==> src/design/tfd_pkg.sv <==
// Shared constants, types and checksum helper for the telemetry frame decoder.
package tfd_pkg;

  // Line framing bytes.
  localparam logic [7:0] SOF_BYTE = 8'h7E;
  localparam logic [7:0] ESC_BYTE = 8'h7D;
  localparam logic [7:0] ESC_XOR  = 8'h20;

  // Register reset values.
  localparam logic [7:0] OWN_ID_RESET   = 8'h00;
  localparam logic [7:0] DATA_HDR_RESET = 8'h10;

  // Configuration register indexes.
  localparam logic CFG_OWN_ID   = 1'b0;
  localparam logic CFG_DATA_HDR = 1'b1;

  // Event codes reported with each item.
  typedef enum logic [2:0] {
    EV_NONE   = 3'd0,
    EV_POLL   = 3'd1,
    EV_OK     = 3'd2,
    EV_BADSUM = 3'd3,
    EV_RESYNC = 3'd4
  } event_t;

  // One result item.
  typedef struct packed {
    event_t      event_res;
    logic [7:0]  station_id;
    logic [15:0] app_id;
    logic [31:0] payload;
  } result_t;

  // Eight-bit sum with end-around carry.
  function automatic logic [7:0] add_eac(input logic [7:0] acc, input logic [7:0] b);
    logic [8:0] s;
    s = {1'b0, acc} + {1'b0, b};
    return s[7:0] + {7'd0, s[8]};
  endfunction

endpackage

==> src/design/telemetry_frame_decoder_unit.sv <==
// Top level of the telemetry frame decoder: deframer, checksum and result buffer.
//
//   channel   signals                               direction  width
//   input     in_valid/in_ready, rx_byte            in         8
//   result    out_valid/out_ready, event_res,       out        3/8/16/32
//             station_id, app_id, payload
//   config    cfg_we, cfg_index, cfg_data           in         1/1/8
//
// The parser state is updated at the accepting edge and the result is registered at the
// same edge, one result per item.
// Sustained rate is one item per cycle while the result buffer is not full.
// A two-entry result buffer (output register plus skid register) lets a new item be
// accepted while a result still waits; in_ready drops only when both are full.
// Reset (synchronous, rst high) returns the parser to waiting for a start byte,
// clears the frame registers and empties the result buffer.
module telemetry_frame_decoder_unit (
  input  logic        clk,
  input  logic        rst,
  input  logic        in_valid,
  output logic        in_ready,
  input  logic [7:0]  rx_byte,
  output logic        out_valid,
  input  logic        out_ready,
  output logic [2:0]  event_res,
  output logic [7:0]  station_id,
  output logic [15:0] app_id,
  output logic [31:0] payload,
  input  logic        cfg_we,
  input  logic        cfg_index,
  input  logic [7:0]  cfg_data
);

  typedef enum logic [3:0] {
    ST_IDLE = 4'd0,
    ST_ID   = 4'd1,
    ST_HDR  = 4'd2,
    ST_APP0 = 4'd3,
    ST_APP1 = 4'd4,
    ST_DAT0 = 4'd5,
    ST_DAT1 = 4'd6,
    ST_DAT2 = 4'd7,
    ST_DAT3 = 4'd8,
    ST_CHK  = 4'd9
  } state_t;

  // Configuration registers.
  logic [7:0] own_station_id;
  logic [7:0] data_header_byte;

  // Parser state.
  state_t      state, state_next;
  logic        unstuff_pending, unstuff_pending_next;
  logic [7:0]  running_sum, running_sum_next;
  logic [7:0]  frame_station_id, frame_station_id_next;
  logic [15:0] frame_app_id, frame_app_id_next;
  logic [31:0] frame_payload, frame_payload_next;

  // Result buffer.
  tfd_pkg::result_t out_item, skid_item, res;
  logic             skid_valid;

  logic          in_fire, out_fire;
  logic          is_sof, escaped, in_body, take_escape, do_resync;
  logic [7:0]    b;
  tfd_pkg::event_t ev;

  assign in_ready = !skid_valid;
  assign in_fire  = in_valid && in_ready;
  assign out_fire = out_valid && out_ready;

  // Byte classification and unstuffing.
  assign is_sof      = (rx_byte == tfd_pkg::SOF_BYTE);
  assign escaped     = unstuff_pending;
  assign b           = unstuff_pending ? (rx_byte ^ tfd_pkg::ESC_XOR) : rx_byte;
  assign in_body     = (state == ST_APP0) || (state == ST_APP1) || (state == ST_DAT0) ||
                       (state == ST_DAT1) || (state == ST_DAT2) || (state == ST_DAT3) ||
                       (state == ST_CHK);
  assign take_escape = !escaped && (b == tfd_pkg::ESC_BYTE) && in_body;

  // Parser next state for the byte on the input.
  always_comb begin
    state_next            = state;
    unstuff_pending_next  = unstuff_pending;
    running_sum_next      = running_sum;
    frame_station_id_next = frame_station_id;
    frame_app_id_next     = frame_app_id;
    frame_payload_next    = frame_payload;
    ev                    = tfd_pkg::EV_NONE;
    do_resync             = 1'b0;
    if (is_sof) begin
      state_next           = ST_ID;
      unstuff_pending_next = 1'b0;
    end else begin
      unstuff_pending_next = 1'b0;
      if (take_escape) begin
        unstuff_pending_next = 1'b1;
      end else begin
        unique case (state)
          ST_ID: begin
            frame_station_id_next = b;
            frame_app_id_next     = '0;
            frame_payload_next    = '0;
            state_next            = ST_HDR;
            if (b == own_station_id) ev = tfd_pkg::EV_POLL;
          end
          ST_HDR: begin
            if (b == data_header_byte) begin
              running_sum_next = b;
              state_next       = ST_APP0;
            end else begin
              do_resync = 1'b1;
            end
          end
          ST_APP0: begin
            frame_app_id_next[7:0] = b;
            state_next             = ST_APP1;
          end
          ST_APP1: begin
            frame_app_id_next[15:8] = b;
            state_next              = ST_DAT0;
          end
          ST_DAT0: begin
            frame_payload_next[7:0] = b;
            state_next              = ST_DAT1;
          end
          ST_DAT1: begin
            frame_payload_next[15:8] = b;
            state_next               = ST_DAT2;
          end
          ST_DAT2: begin
            frame_payload_next[23:16] = b;
            state_next                = ST_DAT3;
          end
          ST_DAT3: begin
            frame_payload_next[31:24] = b;
            state_next                = ST_CHK;
          end
          ST_CHK: begin
            if (b == ~running_sum) begin
              state_next = ST_IDLE;
              ev         = tfd_pkg::EV_OK;
            end else begin
              ev = tfd_pkg::EV_BADSUM;
            end
          end
          default: begin
            // Any byte while waiting for a start byte is stray.
            do_resync = 1'b1;
          end
        endcase
      end
      if (do_resync) begin
        state_next            = ST_IDLE;
        unstuff_pending_next  = 1'b0;
        frame_station_id_next = '0;
        frame_app_id_next     = '0;
        frame_payload_next    = '0;
        ev                    = tfd_pkg::EV_RESYNC;
      end
      // App id and payload bytes, and a wrong check byte, add into the sum.
      if (!unstuff_pending_next &&
          ((state_next == ST_APP1) || (state_next == ST_DAT0) || (state_next == ST_DAT1) ||
           (state_next == ST_DAT2) || (state_next == ST_DAT3) || (state_next == ST_CHK))) begin
        running_sum_next = tfd_pkg::add_eac(running_sum_next, b);
      end
    end
  end

  // Result of this item.
  always_comb begin
    res.event_res  = ev;
    res.station_id = frame_station_id_next;
    res.app_id     = frame_app_id_next;
    res.payload    = frame_payload_next;
  end

  // Configuration writes.
  always_ff @(posedge clk) begin
    if (rst) begin
      own_station_id   <= tfd_pkg::OWN_ID_RESET;
      data_header_byte <= tfd_pkg::DATA_HDR_RESET;
    end else if (cfg_we) begin
      unique case (cfg_index)
        tfd_pkg::CFG_OWN_ID:   own_station_id   <= cfg_data;
        tfd_pkg::CFG_DATA_HDR: data_header_byte <= cfg_data;
        default:               own_station_id   <= own_station_id;
      endcase
    end
  end

  // Parser state registers.
  always_ff @(posedge clk) begin
    if (rst) begin
      state            <= ST_IDLE;
      unstuff_pending  <= 1'b0;
      running_sum      <= '0;
      frame_station_id <= '0;
      frame_app_id     <= '0;
      frame_payload    <= '0;
    end else if (in_fire) begin
      state            <= state_next;
      unstuff_pending  <= unstuff_pending_next;
      running_sum      <= running_sum_next;
      frame_station_id <= frame_station_id_next;
      frame_app_id     <= frame_app_id_next;
      frame_payload    <= frame_payload_next;
    end
  end

  // Output register with a skid stage behind it.
  always_ff @(posedge clk) begin
    if (rst) begin
      out_valid  <= 1'b0;
      skid_valid <= 1'b0;
    end else if (in_fire) begin
      if (out_valid && !out_ready) begin
        skid_item  <= res;
        skid_valid <= 1'b1;
      end else begin
        out_item  <= res;
        out_valid <= 1'b1;
      end
    end else if (out_fire) begin
      if (skid_valid) begin
        out_item   <= skid_item;
        skid_valid <= 1'b0;
      end else begin
        out_valid <= 1'b0;
      end
    end
  end

  assign event_res  = out_item.event_res;
  assign station_id = out_item.station_id;
  assign app_id     = out_item.app_id;
  assign payload    = out_item.payload;

  // The skid register is only occupied behind a full output register.
  a_skid_behind_out: assert property (@(posedge clk) disable iff (rst)
    skid_valid |-> out_valid)
    else $error("skid register holds an item while the output register is empty");

  // A pending unstuff only exists inside the frame body.
  a_pending_in_body: assert property (@(posedge clk) disable iff (rst)
    unstuff_pending |-> in_body)
    else $error("unstuff pending outside the frame body");

  // A start byte always restarts the frame at the station id.
  a_sof_restarts: assert property (@(posedge clk) disable iff (rst)
    (in_fire && is_sof) |=> (state == ST_ID) && !unstuff_pending)
    else $error("start byte did not restart the frame");

  // A stalled output keeps its item valid and stable.
  a_out_hold: assert property (@(posedge clk) disable iff (rst)
    (out_valid && !out_ready) |=> out_valid && $stable(out_item))
    else $error("stalled result changed");

endmodule
==> config.mk <==
export PLATFORM = sky130hd
export DESIGN_NAME = telemetry_frame_decoder_unit
export DESIGN_NICKNAME = d
export VERILOG_FILES = /design/src/design/tfd_pkg.sv /design/src/design/telemetry_frame_decoder_unit.sv
export SDC_FILE = /design/constraint.sdc
export NUM_CORES = 1
export LEC_CHECK = 0
export BUFFER_PORTS_ARGS = -buffer_cell sky130_fd_sc_hd__buf_2
export CAP_MARGIN = 25
export CELL_PAD_IN_SITES_DETAIL_PLACEMENT = 1
export CELL_PAD_IN_SITES_GLOBAL_PLACEMENT = 1
export CORE_MARGIN = 1.5
export CORE_UTILIZATION = 36
export CTS_BUF_LIST = sky130_fd_sc_hd__clkbuf_16
export DETAILED_ROUTE_END_ITERATION = 8
export GPL_TIMING_DRIVEN = 0
export HOLD_SLACK_MARGIN = 0.06
export PLACE_DENSITY = 0.75
export SLEW_MARGIN = 20
export SYNTH_ARGS = -nofsm -noshare
export SYNTH_HDL_FRONTEND = slang
export SYNTH_SLANG_ARGS = --single-unit
==> constraint.sdc <==
create_clock -name clk -period 20.1 [get_ports clk]
set_clock_uncertainty 0.1 [all_clocks]
set_input_delay 4.02 -clock clk [delete_from_list [all_inputs] [get_ports clk]]
set_output_delay 4.02 -clock clk [all_outputs]
set_load 0.05 [all_outputs]
==> results of run 1 <==
[logic make-up after synthesis]
| group | after synthesis | share of synthesized area (%) |
|---|---|---|
| AOI/OAI and AO/OA | 196 | 15.91 |
| buffers and inverters | 66 | 3.010 |
| muxes | 53 | 6.221 |
| xor gates and xnor gates | 36 | 3.612 |
| DFF | 205 | 56.51 |
| and+or+nand+nor | 263 | 13.06 |
| adders and majority gates | 12 | 1.686 |
[through the flow]
stage	total power [W]	instance area, µm²	worst slack, ns
2_1_floorplan	0.0005363	9353	10.08
3_3_place_gp	0.0005642	10170	7.131
3_5_place_dp	0.0005671	10260	11.25
4_1_cts	0.0009497	10940	11.77
5_1_grt	0.0009727	10950	11.48
6_report	0.0009406	10950	11.78
[layer usage]
metal	part of all wire, %	track usage, %	vias up
met5	0	0	-
met3	4.7	3.333	47
li1	-	-	3295
met2	48	32.51	169
met4	2.8	6.322	0
met1	44	24.86	3474
[registers in the layout, indices dropped and copies added, names as in the netlist]
register and cells:
skid_item 59, out_valid 1, escaped 1, skid_valid 1
state 4, event_res 3, frame_app_id 16, data_header_byte 8
station_id 8, own_station_id 8, app_id 16, running_sum 8
payload 32, frame_station_id 8, frame_payload 32
[worst max-delay path, cell delays in order]
cell                       delay [ns]
sky130_fd_sc_hd__buf_2           0.14
sky130_fd_sc_hd__xor2_2          0.62
sky130_fd_sc_hd__xor2_1          0.27
sky130_fd_sc_hd__or3_1           0.43
sky130_fd_sc_hd__buf_2           0.22
sky130_fd_sc_hd__mux2_2          0.27
sky130_fd_sc_hd__ha_1            0.18
sky130_fd_sc_hd__inv_1           0.06
sky130_fd_sc_hd__fa_1            0.40
sky130_fd_sc_hd__nor2b_1         0.17
sky130_fd_sc_hd__o31a_1          0.25
sky130_fd_sc_hd__o31a_1          0.17
sky130_fd_sc_hd__o21ai_0         0.08
sky130_fd_sc_hd__nand2b_1        0.13
sky130_fd_sc_hd__ha_1            0.20
sky130_fd_sc_hd__nand3b_1        0.13
sky130_fd_sc_hd__a211oi_1        0.25
sky130_fd_sc_hd__nand4_1         0.13
sky130_fd_sc_hd__xor3_1          0.22
sky130_fd_sc_hd__a32o_1          0.27
[area by class of cell]
| cell class | count | area, µm² |
|---|---|---|
| repair buffers | 85 | 474.2 |
| clock inverters | 18 | 105.1 |
| flip-flops and latches | 205 | 5285 |
| fillers | 2756 | 14380 |
| clock buffers | 23 | 575.6 |
| inverters | 11 | 41.29 |
| well taps | 330 | 412.9 |
| plain buffers | 55 | 240.2 |
| multi-input cells | 560 | 3814 |
[worst paths after layout]
| check | cells after the start | startpoint | end |
|---|---|---|---|
| setup reg to reg | 19 | escaped$_SDFFE_PP0P_ | running_sum[7]$_SDFFE_PP0P_ |
| hold reg to reg | 2 | data_header_byte[7]$_SDFFE_PP0P_ | data_header_byte[7]$_SDFFE_PP0P_ |
| hold / removal | 2 | data_header_byte[7]$_SDFFE_PP0P_ | data_header_byte[7]$_SDFFE_PP0P_ |
| setup / recovery | 20 | rx_byte[5] | running_sum[7]$_SDFFE_PP0P_ |
[power by group through the flow]
stage / Combinational [W] / Sequential [W] / Clock (W)
3_5_place_dp: 0.000101 / 0.000466 / 0
2_1_floorplan: 0.0000490 / 0.000487 / 0
3_3_place_gp: 0.0000969 / 0.000467 / 0
4_1_cts: 0.000101 / 0.000457 / 0.000391
5_1_grt: 0.000108 / 0.000458 / 0.000406
6_report: 0.000101 / 0.000457 / 0.000382
[synth_stat cells (4+ instances only)]
master                     count  share of area [%]
sky130_fd_sc_hd__a211oi_1      7               0.56
sky130_fd_sc_hd__a21oi_1      34                1.8
sky130_fd_sc_hd__a22o_1       78                7.3
sky130_fd_sc_hd__a22oi_1      20                1.6
sky130_fd_sc_hd__a32o_1        4               0.43
sky130_fd_sc_hd__and3_1        4               0.27
sky130_fd_sc_hd__buf_1         4               0.16
sky130_fd_sc_hd__buf_2        12               0.64
sky130_fd_sc_hd__clkbuf_1     36                1.4
sky130_fd_sc_hd__dfxtp_1      87                 19
sky130_fd_sc_hd__edfxtp_1    118                 38
sky130_fd_sc_hd__ha_1         11                1.5
sky130_fd_sc_hd__inv_1        10               0.40
sky130_fd_sc_hd__mux2_2       41                4.9
sky130_fd_sc_hd__mux2i_1      12                1.3
sky130_fd_sc_hd__nand2_1     118                4.7
sky130_fd_sc_hd__nand2b_1      4               0.27
sky130_fd_sc_hd__nand3_1      16               0.86
sky130_fd_sc_hd__nand4_1       5               0.33
sky130_fd_sc_hd__nor2_1       57                2.3
sky130_fd_sc_hd__nor2b_1      11               0.74
sky130_fd_sc_hd__nor3_1       20                1.1
sky130_fd_sc_hd__nor4_1        5               0.33
sky130_fd_sc_hd__o21a_1        4               0.32
sky130_fd_sc_hd__o21ai_0      14               0.75
sky130_fd_sc_hd__o22ai_1       6               0.40
sky130_fd_sc_hd__or3_1         5               0.33
sky130_fd_sc_hd__xnor2_1      20                1.9
sky130_fd_sc_hd__xor2_1       14                1.3
==> flow_metrics.env, run 1 <==
export IMPL_timing_critical_path_to_type="flip-flop"
export IMPL_p_per_area_mw_per_mm2=85.92
export IMPL_post_cts_hold_buffer_count=0
export IMPL_synth_fp_nets=865
export IMPL_die_height_um=164.2
export IMPL_clk_pin_slew_worst_paths_ns=0.06
export IMPL_cts_sinks=205
export IMPL_initial_core_util_pct=36.93
export IMPL_critPathKind="primary input to flip-flop"
export IMPL_post_synth_inst_count=831
export IMPL_achievable_frequency_ghz=0.1202
export IMPL_gp_congestion=0.8886
export IMPL_finalHoldViolCount=0
export IMPL_fin_tns_setup_ns=0
export IMPL_core_rowCount=58
export IMPL_dieArea_mm2=0.02696
export IMPL_critical_path_startpoint_type="primary input"
export IMPL_yosysWarnings=0
export IMPL_power_share_switching_pct=25.66
export IMPL_final_core_util_pct=43.23
export IMPL_cts_post_setup_buffers_inserted=0
export IMPL_finalNonFillerCells=1287
export IMPL_drt_vias_per_instance=5.427
export IMPL_remaining_drc_errors=0
export IMPL_final_max_slew_viol_count=0
export IMPL_detail_route_antenna_nets=0
export IMPL_buffer_ports_inserted=80
export IMPL_globalRouteTotalUtil_pct=19.23
export IMPL_power_frac_seq_pct=48.6
export IMPL_timing_critical_path_arrival_ns=8.61
export IMPL_outcome="completed"
export IMPL_ioPinCount=83
export IMPL_drv_cap=0
export IMPL_holdCritPathClass="flip-flop to flip-flop"
export IMPL_postSynthRegisterBits=205
export IMPL_yosys_cell_types_count=69
export IMPL_number_of_global_route_vias_before_repair=7125
export IMPL_cts_buffers=23
export IMPL_overflow=0
export IMPL_p_switching_w=0.0002414
export IMPL_combinationalPowerShare_pct=10.7
export IMPL_fin_nets=975
export IMPL_final_layout_size_suffix_gt1_share_pct=20.06
export IMPL_post_cts_resize_count=0
export IMPL_fin_crit_sh_pct=41.37
export IMPL_placeableCoreArea_mm2=0.02533
export IMPL_grt_start_max_net_pins=47
export IMPL_final_setup_violation_count=0
export IMPL_via_count=6985
export IMPL_clock_network_latency_to_the_later_pin_of_the_worst_skew_pair_ns=0.51
export IMPL_p_leak_nw=4.159
export IMPL_finalWirelength_um=25710
export IMPL_proportion_of_power_drawn_by_the_clock_network_pct=40.7
export IMPL_critPathRequiredTime_ns=20.39
export IMPL_antenna_cells_inserted=0
export IMPL_p_int_w=0.0006992
export IMPL_vdd_ir_drop_max_mv=0.05399
export IMPL_timing_slew_headroom_pct=37.33
export IMPL_ys_async_sr_fraction_pct=0
export IMPL_antenna_found_initial=0
export IMPL_die_width_um=164.2
export IMPL_grt_setup_unrepaired="no"
export IMPL_timing_final_crit_period_ns=8.316
export IMPL_worst_pin_slew_ns=0.9329
export IMPL_drt_first_iter_violations=376
export IMPL_syn_area_per_cell_um2=11.25
export IMPL_layout_cells_most_common_list="sky130_fd_sc_hd__nand2_1, sky130_fd_sc_hd__edfxtp_1, sky130_fd_sc_hd__buf_2, sky130_fd_sc_hd__dfxtp_1, sky130_fd_sc_hd__a22o_1"
export IMPL_synth_ff_type="sky130_fd_sc_hd__edfxtp_1"
export IMPL_tritoncts="yes"
export IMPL_grt_pass1_wl_um=40010
export IMPL_mappedNetlistArea_mm2=0.009353
export IMPL_number_of_enable_flip_flop_cells_after_synthesis=118
export IMPL_drt_first_pass_iters=4
export IMPL_r2r_slack_ns=15.05
export IMPL_synth_seq_area_share_pct=56.51
export IMPL_dp_cells=1245
export IMPL_routedWlPerCell_um=19.97
export IMPL_timing_critical_path_fanout_max=9
export IMPL_area_growth_pct=17.06
export IMPL_detailed_place_hpwl_um=18310
export IMPL_cts_root_buf="sky130_fd_sc_hd__clkbuf_16"
export IMPL_cts_buffer_depth=3
export IMPL_holdWs_ns=0.3720
export IMPL_cts_htree_levels=1
(Power assumes the default switching activity.)
==> inputs of run 2 (changes only) <==
--- a/config.mk
+++ b/config.mk
@@ -15,7 +15,7 @@
 export DETAILED_ROUTE_END_ITERATION = 8
 export GPL_TIMING_DRIVEN = 0
 export HOLD_SLACK_MARGIN = 0.06
-export PLACE_DENSITY = 0.75
+export PLACE_DENSITY = 0.77
 export SLEW_MARGIN = 20
 export SYNTH_ARGS = -nofsm -noshare
 export SYNTH_HDL_FRONTEND = slang
==> constraint.sdc (replaced) <==
create_clock -name clk -period 6.75 [get_ports clk]
set_clock_uncertainty 0.1 [all_clocks]
set_input_delay 1.35 -clock clk [delete_from_list [all_inputs] [get_ports clk]]
set_output_delay 1.35 -clock clk [all_outputs]
set_load 0.05 [all_outputs]
==> run 2 against run 1 <==
- via count is 0.94% higher
- sequential share of layout area about the same
- utilization barely moved
- clock power increased to 3.0 times the previous value
- die area stayed put
- first-iteration DRC count grew 21%
- sequential cell count stayed put
- highest routed layer unchanged
- final area about the same
==> flow_metrics.env, run 2 (synthesized netlist as in run 1, its figures left out) <==
export IMPL_overflow=0
export IMPL_cts_root_buf="sky130_fd_sc_hd__clkbuf_16"
export IMPL_core_rowCount=58
export IMPL_largest_register_ffs=59
export IMPL_r2r_start="escaped$_SDFFE_PP0P_"
export IMPL_timing_final_ws_setup_ns=1.084
export IMPL_grt_setup_unrepaired="no"
export IMPL_fin_crit_sh_pct=83.94
export IMPL_globalRouteMet1Util_pct=25.81
export IMPL_remaining_drc_errors=0
export IMPL_critPathRequiredTime_ns=7.04
export IMPL_r2r_slack_ns=1.69
export IMPL_drt_first_pass_iters=8
export IMPL_tritoncts="yes"
export IMPL_buffer_ports_inserted=80
export IMPL_clock_network_latency_to_the_later_pin_of_the_worst_skew_pair_ns=0.50
export IMPL_area_growth_pct=17.14
export IMPL_cts_buffers=23
export IMPL_die_width_um=164.2
export IMPL_top_usage_layer="met2"
export IMPL_timing_critical_path_to_type="flip-flop"
export IMPL_timing_slew_headroom_pct=40.87
export IMPL_cts_post_setup_buffers_inserted=0
export IMPL_timing_critical_path_arrival_ns=5.96
export IMPL_outcome="completed"
export IMPL_final_setup_violation_count=0
export IMPL_critPathKind="primary input to flip-flop"
export IMPL_regMostFlops="skid_item"
export IMPL_gp_congestion=0.9108
export IMPL_vdd_ir_drop_max_mv=0.1666
export IMPL_placeableCoreArea_mm2=0.02533
export IMPL_cts_buffer_depth=3
export IMPL_fin_nets=976
export IMPL_number_of_global_route_vias_before_repair=7172
export IMPL_final_layout_size_suffix_gt1_share_pct=20.35
export IMPL_timing_critical_path_buf_inv=3
export IMPL_globalRouteTotalUtil_pct=19.34
export IMPL_achievable_frequency_ghz=0.1765
export IMPL_routedWlPerCell_um=19.97
export IMPL_reg2regPathDepth=19
export IMPL_initial_core_util_pct=36.93
export IMPL_finalHoldViolCount=0
export IMPL_cp_num_cells=20
export IMPL_cp_top_family="XOR/XNOR gates"
export IMPL_critical_path_startpoint_type="primary input"
export IMPL_holdWs_ns=0.3776
export IMPL_cts_htree_levels=1
export IMPL_pre_cts_slack_ns=0.5374
export IMPL_timing_critical_path_slowest_stage_cell="sky130_fd_sc_hd__xor2_2"
export IMPL_cpPeakStageDelay_ns=0.60
export IMPL_cp_cell_sequence="buf_2, xor2_2, xor2_1, or3_1, buf_2, mux2_2, ha_1, inv_1, fa_1, nor2b_1, o31a_1, o31a_1, o21ai_0, nand2b_1, ha_1, nand3b_1, a211oi_1, nand4_1, xor3_1, a32o_1"
export IMPL_detailed_place_hpwl_um=18390
export IMPL_p_leak_nw=4.161
export IMPL_endpoint="running_sum[7]$_SDFFE_PP0P_"
export IMPL_drt_first_iter_violations=455
export IMPL_grt_util_met3_pct=2.753
export IMPL_grt_start_max_net_pins=46
export IMPL_fin_tns_setup_ns=0
export IMPL_detail_route_antenna_nets=0
export IMPL_post_cts_hold_buffer_count=0
export IMPL_dieArea_mm2=0.02696
export IMPL_final_max_slew_viol_count=0
export IMPL_filler_cell_count=2769
export IMPL_grt_pass1_wl_um=40450
export IMPL_drt_vias_per_instance=5.470
export IMPL_finalWirelength_um=25740
export IMPL_clk_pin_slew_worst_paths_ns=0.06
export IMPL_layout_cells_most_common_list="sky130_fd_sc_hd__nand2_1, sky130_fd_sc_hd__edfxtp_1, sky130_fd_sc_hd__buf_2, sky130_fd_sc_hd__dfxtp_1, sky130_fd_sc_hd__a22o_1"
export IMPL_ioPinCount=83
export IMPL_cp_startpoint="rx_byte[5]"
export IMPL_post_cts_resize_count=0
export IMPL_reg2reg_to="running_sum[7]$_SDFFE_PP0P_"
export IMPL_cts_sinks=205
export IMPL_holdCritPathClass="flip-flop to flip-flop"
export IMPL_drv_cap=0
export IMPL_worst_pin_slew_ns=0.8801
export IMPL_p_per_area_mw_per_mm2=255.0
export IMPL_die_height_um=164.2
export IMPL_timing_final_crit_period_ns=5.666
export IMPL_via_count=7051
export IMPL_gr_usage_met2_pct=32.22
export IMPL_antenna_found_initial=1
export IMPL_timing_critical_path_fanout_max=9
run 2: stage by stage:
stage | utilization (%) | total power, W | instance area (µm²) | cells
global route | 43.26 | 0.002892 | 10960 | 1289
floorplan | - | 0.001596 | 9358 | 831
global placement | 40.16 | 0.001678 | 10170 | 1241
detailed placement | 40.54 | 0.001689 | 10270 | 1247
CTS | 43.23 | 0.002814 | 10950 | 1288
finish | 43.26 | 0.002794 | 10960 | 1289
run 2: power by group:
part / internal [W] / total (W) / switching [W]
combinational: 0.0000805 / 0.000301 / 0.000221
sequential: 0.00135 / 0.00136 / 0.0000121
clock: 0.000642 / 0.00113 / 0.000489
run 2: how the worst min path moves through the flow:
stage | startpoint | to | slack, ns | cells after the start
after CTS | data_header_byte[0]$_SDFFE_PP0P_ | data_header_byte[0]$_SDFFE_PP0P_ | 0.38 | 2
after global placement | frame_payload[25]$_SDFFE_PP0P_ | frame_payload[25]$_SDFFE_PP0P_ | 0.35 | 1
after floorplan | frame_station_id[4]$_SDFFE_PP0P_ | frame_station_id[4]$_SDFFE_PP0P_ | 0.34 | 2
final | data_header_byte[6]$_SDFFE_PP0P_ | data_header_byte[6]$_SDFFE_PP0P_ | 0.38 | 2
after detailed placement | frame_payload[15]$_SDFFE_PP0P_ | frame_payload[15]$_SDFFE_PP0P_ | 0.36 | 1
after global routing | frame_payload[29]$_SDFFE_PP0P_ | frame_payload[29]$_SDFFE_PP0P_ | 0.39 | 1
run 2: final cells by class:
type	count	area, µm²	area share (%)
Sequential cell	205	5285	48.24
Multi-Input combinational cell	560	3812	34.80
Clock buffer	24	600.6	5.482
Timing Repair Buffer	86	480.5	4.386
Tap cell	330	412.9	3.769
Buffer	55	240.2	2.193
Clock inverter	17	80.08	0.7309
Inverter	11	41.29	0.3769
Antenna cell	1	2.502	0.02284
run 2: per-layer routing:
metal / wire length, µm / share of wire (%)
met5: 0 / 0
met4: 737 / 2.9
met3: 1203 / 4.7
met2: 12150 / 47
met1: 11650 / 45
run 2: worst register-to-register path, delay by kind of cell, from the launching register on:
family          cells  cell delay, ns
compound gates      5            1.00
flops               1            0.39
fa+ha+maj           3            0.82
mux                 1            0.27
simple gates        5            1.00
xor+xnor            3            1.11
buf+inv             2            0.28
==> inputs of run 3 (changes only) <==
--- a/config.mk
+++ b/config.mk
@@ -15,7 +15,7 @@
 export DETAILED_ROUTE_END_ITERATION = 8
 export GPL_TIMING_DRIVEN = 0
 export HOLD_SLACK_MARGIN = 0.06
-export PLACE_DENSITY = 0.77
+export PLACE_DENSITY = 0.75
 export SLEW_MARGIN = 20
 export SYNTH_ARGS = -nofsm -noshare
 export SYNTH_HDL_FRONTEND = slang
==> constraint.sdc (replaced) <==
create_clock -name clk -period 5.7 [get_ports clk]
set_clock_uncertainty 0.1 [all_clocks]
set_input_delay 1.14 -clock clk [delete_from_list [all_inputs] [get_ports clk]]
set_output_delay 1.14 -clock clk [all_outputs]
set_load 0.05 [all_outputs]
==> run 3 against run 2 <==
- final cell count stayed put
- clock-buffer cell count is 1 lower
- register-to-register slack worse by 0.94 ns
- hold slack worse by 0.011 ns
- utilization is 0.25 points higher
- die area stayed put
- largest cell class unchanged
==> flow_metrics.env, run 3 (synthesized netlist as in run 1, its figures left out) <==
export IMPL_reg2regPathDepth=19
export IMPL_clk_pin_slew_worst_paths_ns=0.06
export IMPL_placeableCoreArea_mm2=0.02533
export IMPL_dieArea_mm2=0.02696
export IMPL_outcome="completed"
export IMPL_final_layout_size_suffix_gt1_share_pct=20.44
export IMPL_timing_critical_path_to_type="flip-flop"
export IMPL_globalRouteTotalUtil_pct=19.78
export IMPL_fin_tns_setup_ns=0
export IMPL_drt_first_iter_violations=457
export IMPL_core_rowCount=58
export IMPL_via_count=7102
export IMPL_cts_buffer_depth=3
export IMPL_cts_sinks=205
export IMPL_area_growth_pct=17.82
export IMPL_finalWirelength_um=26240
export IMPL_holdCritPathClass="flip-flop to flip-flop"
export IMPL_achievable_frequency_ghz=0.1891
export IMPL_finalNonFillerCells=1289
export IMPL_drt_vias_per_instance=5.510
export IMPL_cts_post_setup_buffers_inserted=0
export IMPL_cp_cell_sequence="buf_2, xor2_4, xor2_1, or3_1, buf_2, mux2_2, ha_1, inv_1, fa_1, nor2b_1, o31a_1, o31a_1, o21ai_0, nand2b_1, ha_1, nand3b_1, a211oi_1, nand4_1, xor3_1, a32o_1"
export IMPL_cp_startpoint="rx_byte[5]"
export IMPL_layout_cells_most_common_list="sky130_fd_sc_hd__nand2_1, sky130_fd_sc_hd__edfxtp_1, sky130_fd_sc_hd__buf_2, sky130_fd_sc_hd__dfxtp_1, sky130_fd_sc_hd__a22o_1"
export IMPL_final_max_slew_viol_count=0
export IMPL_critical_path_startpoint_type="primary input"
export IMPL_critPathRequiredTime_ns=6.00
export IMPL_cts_htree_levels=1
export IMPL_grt_start_max_net_pins=51
export IMPL_fin_crit_sh_pct=92.78
export IMPL_ioPinCount=83
export IMPL_clock_network_latency_to_the_later_pin_of_the_worst_skew_pair_ns=0.51
export IMPL_die_width_um=164.2
export IMPL_endpoint="running_sum[7]$_SDFFE_PP0P_"
export IMPL_detailed_place_hpwl_um=18570
export IMPL_post_cts_hold_buffer_count=0
export IMPL_final_setup_violation_count=0
export IMPL_reg2reg_to="running_sum[7]$_SDFFE_PP0P_"
export IMPL_grt_pass1_wl_um=41340
export IMPL_worst_pin_slew_ns=0.8732
export IMPL_antenna_found_initial=0
export IMPL_p_leak_nw=4.185
export IMPL_overflow=0
export IMPL_r2r_slack_ns=0.75
export IMPL_grt_setup_unrepaired="no"
export IMPL_vdd_ir_drop_max_mv=0.1987
export IMPL_cts_buffers=23
export IMPL_r2r_start="escaped$_SDFFE_PP0P_"
export IMPL_buffer_ports_inserted=80
export IMPL_remaining_drc_errors=0
export IMPL_timing_critical_path_slowest_stage_cell="sky130_fd_sc_hd__xor2_4"
export IMPL_finalHoldViolCount=0
export IMPL_cts_root_buf="sky130_fd_sc_hd__clkbuf_16"
export IMPL_dp_cells=1247
export IMPL_regMostFlops="skid_item"
export IMPL_number_of_global_route_vias_before_repair=7306
export IMPL_drt_first_pass_iters=5
export IMPL_routedWlPerCell_um=20.35
export IMPL_drv_cap=0
export IMPL_tritoncts="yes"
export IMPL_largest_register_ffs=59
export IMPL_cpPeakStageDelay_ns=0.42
export IMPL_timing_final_crit_period_ns=5.289
export IMPL_die_height_um=164.2
export IMPL_timing_critical_path_fanout_max=9
export IMPL_p_per_area_mw_per_mm2=311.7
export IMPL_detail_route_antenna_nets=0
export IMPL_timing_slew_headroom_pct=41.34
export IMPL_fin_nets=976
export IMPL_final_core_util_pct=43.51
export IMPL_gp_congestion=0.8883
export IMPL_critPathKind="primary input to flip-flop"
export IMPL_timing_critical_path_arrival_ns=5.59
export IMPL_antenna_cells_inserted=0
export IMPL_initial_core_util_pct=36.93
==> run 3: critical path, delay by kind of cell <==
kind	cells	cell delay (ns)
simple gates	5	1.02
mux	1	0.29
buf+inv	3	0.46
compound gates	5	1.00
xor+xnor	3	0.87
fa+ha+maj	3	0.81
==> run 3: how the worst min path moves through the flow <==
| stage | start | end | depth (start not counted) |
|---|---|---|---|
| 2_1_floorplan | frame_station_id[4]$_SDFFE_PP0P_ | frame_station_id[4]$_SDFFE_PP0P_ | 2 |
| 3_3_place_gp | frame_payload[25]$_SDFFE_PP0P_ | frame_payload[25]$_SDFFE_PP0P_ | 1 |
| 3_5_place_dp | frame_station_id[4]$_SDFFE_PP0P_ | frame_station_id[4]$_SDFFE_PP0P_ | 2 |
| 4_1_cts | frame_station_id[4]$_SDFFE_PP0P_ | frame_station_id[4]$_SDFFE_PP0P_ | 2 |
| 5_1_grt | frame_station_id[4]$_SDFFE_PP0P_ | frame_station_id[4]$_SDFFE_PP0P_ | 2 |
| 6_report | frame_station_id[4]$_SDFFE_PP0P_ | frame_station_id[4]$_SDFFE_PP0P_ | 2 |
==> run 3: final cells by class <==
| type | instances | area (µm²) |
|---|---|---|
| buffer | 54 | 236.5 |
| sequential | 205 | 5285 |
| tap | 330 | 412.9 |
| clock inverter | 19 | 163.9 |
| fill | 2752 | 14310 |
| inverter | 11 | 41.29 |
| multi-input combinational | 560 | 3819 |
| timing repair buffer | 87 | 485.5 |
| clock buffer | 23 | 575.6 |
==> run 3: where the power goes <==
group	internal [W]	switching, W	leakage (nW)	total, W
Combinational	0.0000954	0.000262	1.98	0.000358
Sequential	0.00160	0.0000143	1.82	0.00161
Clock	0.000869	0.000596	0.382	0.00146
==> run 3: metal layers <==
| layer | routed length, µm | GRT usage (%) | vias up |
|---|---|---|---|
| met5 | 0 | 0 | - |
| met4 | 655 | 6.529 | 0 |
| met3 | 1419 | 3.030 | 43 |
| met2 | 12790 | 33.14 | 217 |
| met1 | 11370 | 26.08 | 3535 |
| li1 | - | - | 3307 |
==> run 3: metrics by stage <==
step | setup WS [ns] | hold WS, ns | area (µm²) | power (W)
after floorplan | 0.6030 | 0.3365 | 9358 | 0.001890
after global placement | -1.426 | 0.3466 | 10170 | 0.001989
after detailed placement | -0.3091 | 0.3601 | 10270 | 0.002002
after CTS | 0.2128 | 0.3685 | 11010 | 0.003462
after global routing | 0.1419 | 0.3925 | 11020 | 0.003554
final | 0.4113 | 0.3662 | 11020 | 0.003434
==> run 3: repair_timing <==
action | 4_1_cts | 5_1_grt
endpoints found under the hold margin | 0 | 0
endpoints found under the setup margin | 0 | 2
resized for setup | 0 | 1
